## config.mk

```make
export PLATFORM = sky130hd
export DESIGN_NAME = internet_checksum_stream
export DESIGN_NICKNAME = d
export VERILOG_FILES = /design/src/hdl/ics_pkg.sv /design/src/hdl/ics_accum.sv /design/src/hdl/internet_checksum_stream.sv
export SDC_FILE = /design/constraint.sdc
export NUM_CORES = 1
export LEC_CHECK = 0
export ABC_AREA = 1
export BUFFER_PORTS_ARGS = -buffer_cell sky130_fd_sc_hd__buf_2
export CORE_ASPECT_RATIO = 1.5
export CORE_UTILIZATION = 60
export DETAILED_ROUTE_END_ITERATION = 7
export PLACE_DENSITY = 0.82
export SYNTH_ARGS = -nofsm -noshare
export SYNTH_HDL_FRONTEND = slang
export SYNTH_SLANG_ARGS = --single-unit
```

## constraint.sdc

```tcl
create_clock -name clk_i -period 13.1 [get_ports clk_i]
set_input_delay 0.655 -clock clk_i [delete_from_list [all_inputs] [get_ports clk_i]]
set_output_delay 0.655 -clock clk_i [all_outputs]
set_load 0.03 [all_outputs]
```

## src/hdl/ics_pkg.sv

```systemverilog
package ics_pkg;

  localparam int unsigned SumW   = 32;
  localparam int unsigned CountW = 16;
  localparam int unsigned ByteW  = 8;
  localparam int unsigned WordW  = 16;

  localparam logic [1:0] PROTO_IP  = 2'd0;
  localparam logic [1:0] PROTO_UDP = 2'd1;
  localparam logic [1:0] PROTO_TCP = 2'd2;
  localparam logic [1:0] PROTO_RAW = 2'd3;

  localparam logic [SumW-1:0] PROTO_UDP_ADD = 32'd17;
  localparam logic [SumW-1:0] PROTO_TCP_ADD = 32'd6;
  localparam logic [SumW-1:0] ADDR_PAIR_LEN = 32'd8;

  typedef struct packed {
    logic [ByteW-1:0] data_byte;
    logic             last_byte;
    logic [1:0]       proto_mode;
  } in_item_t;

  typedef struct packed {
    logic [WordW-1:0]  checksum_value;
    logic [CountW-1:0] bytes_summed;
  } out_item_t;

  // Totals of a finished message, handed from the accumulator to the pipeline.
  typedef struct packed {
    logic [SumW-1:0]   sum;
    logic [SumW-1:0]   term;
    logic [CountW-1:0] count;
  } acc_fin_t;

endpackage

```

## src/hdl/ics_accum.sv

```systemverilog
module ics_accum (
  input  logic             clk_i,
  input  logic             rst_ni,
  input  logic             accept_i,
  input  ics_pkg::in_item_t item_i,
  output ics_pkg::acc_fin_t fin_o
);

  logic [ics_pkg::SumW-1:0]   sum_q, sum_d;
  logic [ics_pkg::CountW-1:0] count_q, count_d;
  logic [ics_pkg::ByteW-1:0]  held_q, held_d;
  logic                       odd_q, odd_d;

  logic [ics_pkg::WordW-1:0]  word;
  logic                       add_word;
  logic [ics_pkg::SumW-1:0]   sum_new;
  logic [ics_pkg::CountW-1:0] count_new;
  logic [ics_pkg::SumW-1:0]   count_ext;

  always_comb begin
    if (odd_q) begin
      word = {held_q, item_i.data_byte};
    end else begin
      word = {item_i.data_byte, {ics_pkg::ByteW{1'b0}}};
    end
    add_word  = odd_q | item_i.last_byte;
    sum_new   = sum_q + (add_word ? {{(ics_pkg::SumW-ics_pkg::WordW){1'b0}}, word}
                                  : '0);
    count_new = count_q + 16'd1;
    count_ext = {{(ics_pkg::SumW-ics_pkg::CountW){1'b0}}, count_new};

    fin_o.sum   = sum_new;
    fin_o.count = count_new;
    case (item_i.proto_mode)
      ics_pkg::PROTO_UDP: begin
        fin_o.term = count_ext + (ics_pkg::PROTO_UDP_ADD - ics_pkg::ADDR_PAIR_LEN);
      end
      ics_pkg::PROTO_TCP: begin
        fin_o.term = count_ext + (ics_pkg::PROTO_TCP_ADD - ics_pkg::ADDR_PAIR_LEN);
      end
      default: begin
        fin_o.term = '0;
      end
    endcase
  end

  always_comb begin
    sum_d   = sum_q;
    count_d = count_q;
    held_d  = held_q;
    odd_d   = odd_q;
    if (accept_i) begin
      if (item_i.last_byte) begin
        sum_d   = '0;
        count_d = '0;
        held_d  = '0;
        odd_d   = 1'b0;
      end else begin
        sum_d   = sum_new;
        count_d = count_new;
        if (odd_q) begin
          held_d = '0;
          odd_d  = 1'b0;
        end else begin
          held_d = item_i.data_byte;
          odd_d  = 1'b1;
        end
      end
    end
  end

  always_ff @(posedge clk_i or negedge rst_ni) begin
    if (!rst_ni) begin
      sum_q   <= '0;
      count_q <= '0;
      held_q  <= '0;
      odd_q   <= 1'b0;
    end else begin
      sum_q   <= sum_d;
      count_q <= count_d;
      held_q  <= held_d;
      odd_q   <= odd_d;
    end
  end

endmodule

```

## src/hdl/internet_checksum_stream.sv

```systemverilog
// Streaming ones' complement checksum over a byte message.
// The input channel takes one byte per item, first byte of each pair high;
// last_byte closes the message and proto_mode on that byte selects the
// pseudo-header addition (UDP or TCP protocol number plus the length term).
// The output channel gives one item per message: the complemented folded sum
// and the byte count, both 16 bits.
// An item is taken on a clock edge with valid high and stall low.
// A byte is taken every cycle while the output side keeps up, so throughput
// is one byte per cycle; the byte-pair accumulate is a single 32-bit add.
// The result of a message goes from the edge that takes its last byte
// through s1, which holds the totals, s2, which adds the pseudo term, and
// the output register, which folds the carries and complements.
// When the receiver stalls, the result holds in the output register and the
// two stages behind it fill; the input is stalled only once all three hold
// a result. Bytes that are not last never wait on a free result slot.
// Reset clears the running sum, the byte count and all pipeline valid flags.
module internet_checksum_stream (
  input  logic               clk_i,
  input  logic               rst_ni,
  input  logic               in_valid_i,
  output logic               in_stall_o,
  input  ics_pkg::in_item_t  in_item_i,
  output logic               out_valid_o,
  input  logic               out_stall_i,
  output ics_pkg::out_item_t out_item_o
);

  logic              accept;
  ics_pkg::acc_fin_t fin;

  logic                       s1_valid_q;
  ics_pkg::acc_fin_t          s1_q;
  logic                       s2_valid_q;
  logic [ics_pkg::SumW-1:0]   s2_sum_q;
  logic [ics_pkg::CountW-1:0] s2_count_q;
  logic                       out_valid_q;
  ics_pkg::out_item_t         out_q;

  logic adv_out, adv_s2, adv_s1;
  logic [ics_pkg::WordW:0]   fold_a;
  logic [ics_pkg::WordW-1:0] fold_b;

  assign adv_out = !out_valid_q || !out_stall_i;
  assign adv_s2  = !s2_valid_q || adv_out;
  assign adv_s1  = !s1_valid_q || adv_s2;

  assign in_stall_o = in_item_i.last_byte && !adv_s1;
  assign accept     = in_valid_i && !in_stall_o;

  ics_accum u_accum (
    .clk_i    (clk_i),
    .rst_ni   (rst_ni),
    .accept_i (accept),
    .item_i   (in_item_i),
    .fin_o    (fin)
  );

  always_comb begin
    fold_a = {1'b0, s2_sum_q[ics_pkg::WordW-1:0]}
           + {1'b0, s2_sum_q[ics_pkg::SumW-1:ics_pkg::WordW]};
    fold_b = fold_a[ics_pkg::WordW-1:0]
           + {{(ics_pkg::WordW-1){1'b0}}, fold_a[ics_pkg::WordW]};
  end

  always_ff @(posedge clk_i or negedge rst_ni) begin
    if (!rst_ni) begin
      s1_valid_q  <= 1'b0;
      s2_valid_q  <= 1'b0;
      out_valid_q <= 1'b0;
    end else begin
      if (adv_s1) begin
        s1_valid_q <= accept && in_item_i.last_byte;
      end
      if (adv_s2) begin
        s2_valid_q <= s1_valid_q;
      end
      if (adv_out) begin
        out_valid_q <= s2_valid_q;
      end
    end
  end

  always_ff @(posedge clk_i) begin
    if (adv_s1 && accept && in_item_i.last_byte) begin
      s1_q <= fin;
    end
    if (adv_s2 && s1_valid_q) begin
      s2_sum_q   <= s1_q.sum + s1_q.term;
      s2_count_q <= s1_q.count;
    end
    if (adv_out && s2_valid_q) begin
      out_q.checksum_value <= ~fold_b;
      out_q.bytes_summed   <= s2_count_q;
    end
  end

  assign out_valid_o = out_valid_q;
  assign out_item_o  = out_q;

endmodule

```

==> impl_summary.txt <==
----------------------------------------------------
[Flow run]
  Max Cap Violations ... 0

[CTS]
  Number of gates resized after cts ... 0
  TritonCTS sink count ... ~200
  Maximum buffer depth of the clock tree ... 3
  Number of buffers inserted to repair setup after CTS ... 0
  TritonCTS clock tree ... done
  Worst skew pair latency ... 0.50 ns
  Total clock buffers created by CTS ... 20
  Cts hold-fix bufs ... 0
  Clock tree root buffer cell ... clkbuf_16
  Clock edge transition at the registers on the reported setup and hold paths ... approximately 0.070 ns
  H-Tree Level Count ... 1

[Layout]
  Final net count ... between 1500 and 2000
  Most common library cell in the layout ignoring fill and taps ... nand2_1
  Most frequent cells in the layout ... 414 x nand2_1, 216 x inv_1, 146 x edfxtp_1, 131 x nor2_1, 106 x nand3_1
  Post-route cell area ... about 0.014 mm^2
  Share of layout cells above drive strength 1 ... about 8.4%
  N_diodes ... 0
  Area delta synth->final ... 9.373%

[Synthesis]
  Async set-or-reset flop fraction in the synthesized netlist ... around 29%
  Adder and majority gate portion of the synthesized area ... under 10%
  Area fraction in compound gates after synthesis ... 9.413%
  Cell count after synthesis ... between 1500 and 2000
  FF+latch count, synth ... a little over 200
  Main combinational cell family by area after synthesis ... simple AND/OR/NAND/NOR gates
  Netlist Area Pre-Place ... approximately 0.013 mm^2
  Number of warnings reported in the yosys synthesis log ... 0
  Fraction of the mapped netlist area in simple logic gates ... approximately a quarter
  Count of distinct cell types in the synthesized netlist ... between 40 and 50
  Xor and xnor fraction of the mapped netlist area ... 4.222%
  Number of enable-type register cells in the synthesized netlist ... between 100 and 150
  Portion of netlist area occupied by mux cells ... 0%
  Portion of the post-synthesis area used by sequential elements ... between 40% and 50%
  Synthesized net count ... ~1600
  Leading register cell type out of synthesis ... edfxtp_1
  Mean area per synthesized cell ... about 8.2 um^2

[Power and ir drop]
  Power per Cell Area ... around 140 mW/mm^2
  Peak ir drop on the vdd network ... 140.9 uV
  Leak pwr ... between 6 and 7 nW
  Power consumption ... slightly below 2 mW

[Timing]
  Setup repair after global routing missed its margin ... no
  Worst slew margin relative to its limit ... between 20% and 30%
  Final critical-path share of the clock period ... between 20 and 30%
  Post-route setup TNS ... 0 ns
  Final hold viol count ... 0
  Number of max-slew violations in the final report ... 0
  Actual transition at the worst max-transition pin ... approximately 1.1 ns
  Max Fclk ... 0.2838 GHz
  Final setup violation count ... 0
  Setup Skew ... between 0.009 and 0.01 ns
  Final Critical Period ... around 3.5 ns
  Worst setup margin ... around 9.6 ns

[Worst setup path]
  Critical Path Sink Type ... register
  Critical path data required time ... between 10 and 15 ns
  Path depth of the worst reg2reg path ... 18
  Launching element type of the critical path ... register
  Largest fanout on the critical path ... 4
  Arrival time worst endpoint ... approximately 3.8 ns
  Critical path type ... reg -> reg

[Placement]
  Hpwl dp ... between 20 and 25 mm
  Post-placement cell area ... about 0.013 mm^2
  Post-place setup slack ... about 9.7 ns
  Port bufs ... 48
  Global placement routability congestion ... between 1 and 1.5

[Drt]
  Drt first-iter violations ... about 660
  Post-detailed-route count of antenna-violating nets ... 0
  Detailed-route via count ... roughly 11000
  Via density per instance ... between 5 and 6
  Post-DR wirelength/cell ... roughly 17 um
  Final wirelength ... 31.37 mm
  Total DRC errors in the routed layout ... 0
  TritonRoute pass-1 iters ... 5

[Die]
  Number of I/O pins ... a little under 50
  Core area ... 0.02098 mm^2
  Die height ... between 150 and 200 um
  Effective utilization at floorplan ... between 60% and 70%
  DIE AREA ... approximately 0.022 mm^2
  Row cnt ... 65
  Horiz. Die Dim ... around 120 um

[Global routing]
  Wire length of the first global-routing pass ... about 51 mm
  Pin count of the biggest net entering global routing ... 67
  Overall track demand over capacity in global routing ... 29.75%
  Vias in the first global route ... between 10000 and 15000
  Initial antenna violation count ... 1
  GRT Residual Overflow ... 0

[Worst hold path]
  Worst hold path class ... in -> async

[Run status]
  Run status ... finished clean

----------------------------------------------------
-- worst max-delay path, cell delays in order, from the launching register on --
cell	delay [ns]
edfxtp_1	0.33
ha_1	0.23
inv_1	0.08
fa_1	0.40
inv_1	0.12
nand2_1	0.08
nand3_1	0.11
nand2_1	0.09
nand2_1	0.09
a21oi_1	0.06
o21bai_1	0.29
ha_1	0.25
nand2_1	0.06
nor2_1	0.23
nand3_1	0.27
nor3_2	0.33
nand3_1	0.11
nand2_1	0.08
nand2_1	0.05
-- power breakdown --
| group | switching, mW | internal (mW) | total [mW] |
|---|---|---|---|
| logic | 0.408 | 0.182 | 0.590 |
| registers | 0.0330 | 0.793 | 0.826 |
| clock network | 0.244 | 0.308 | 0.552 |
| total | 0.685 | 1.28 | 1.97 |
-- routing by layer --
metal  routed length (um)  track usage [%]
met3                 1590            3.283
met5                   14                0
met1                11620            32.85
met2                16370            54.70
met4                 1776            16.35
-- kinds of logic after synthesis --
family	count (synthesis)
DFF	206
adders and majority gates	74
xor gates and xnor gates	60
buffers and inverters	240
and+or+nand+nor	760
AOI/OAI and AO/OA	215
-- final cells by class --
type,instances,area (um^2)
well taps,268,335.3
repair buffers,54,285.3
flip-flops and latches,206,5886
clock inverters,12,106.4
inverters,224,840.8
fillers,1751,6982
clock buffers,23,521.8
multi-input cells,1109,6026
-- state kept, by name (all words and copies together), names as in the netlist --
name / count
u_accum.held_q: 8
s2_sum_q: 32
s2_valid_q: 1
u_accum.count_q: 16
u_accum.sum_q: 32
out_item_o: 32
out_valid_o: 1
s2_count_q: 16
s1_q: 66
s1_valid_q: 1
u_accum.odd_q: 1
-- cells in the mapped netlist, drive strengths merged (12+ instances only) --
library cell  instances  area, um^2
nand2               432        1687
a21oi                92       460.4
and2                 13       81.33
inv                 224       840.8
nand3               110       578.1
dfrtp                60        1501
nand4                25       156.4
edfxtp              146        4384
o22ai                22       137.6
xor2                 47       426.7
o21ai                69       352.8
xnor2                13       113.9
ha                   71       888.4
nor2                148       628.1
nor3                 22       115.1
clkbuf               12       45.04
-- through the flow --
stage                     hold slack (ns)  instances  utilization, %
after detailed placement           0.4045       1861           63.73
final                              0.2899       1896           66.73
after floorplan                    0.3594       1555               -
after global routing               0.3693       1896           66.73
after CTS                          0.3358       1896           66.73
after global placement             0.4009       1861           63.73
-- final timing paths --
check / start / to / slack [ns]
worst min register to register: s1_q[5]$_DFFE_PP_ / s2_count_q[5]$_DFFE_PP_ / 0.42
worst min-delay path: rst_ni / u_accum.sum_q[27]$_DFFE_PN0P_ / 0.29
max in group asynchronous: rst_ni / u_accum.count_q[10]$_DFFE_PN0P_ / 12.27
worst max register to register: s2_sum_q[0]$_DFFE_PP_ / out_item_o[31]$_DFFE_PP_ / 9.58
min in group clk_i: s1_q[5]$_DFFE_PP_ / s2_count_q[5]$_DFFE_PP_ / 0.42
worst max-delay path: s2_sum_q[0]$_DFFE_PP_ / out_item_o[31]$_DFFE_PP_ / 9.58
Power figures use the tool's default switching activity.
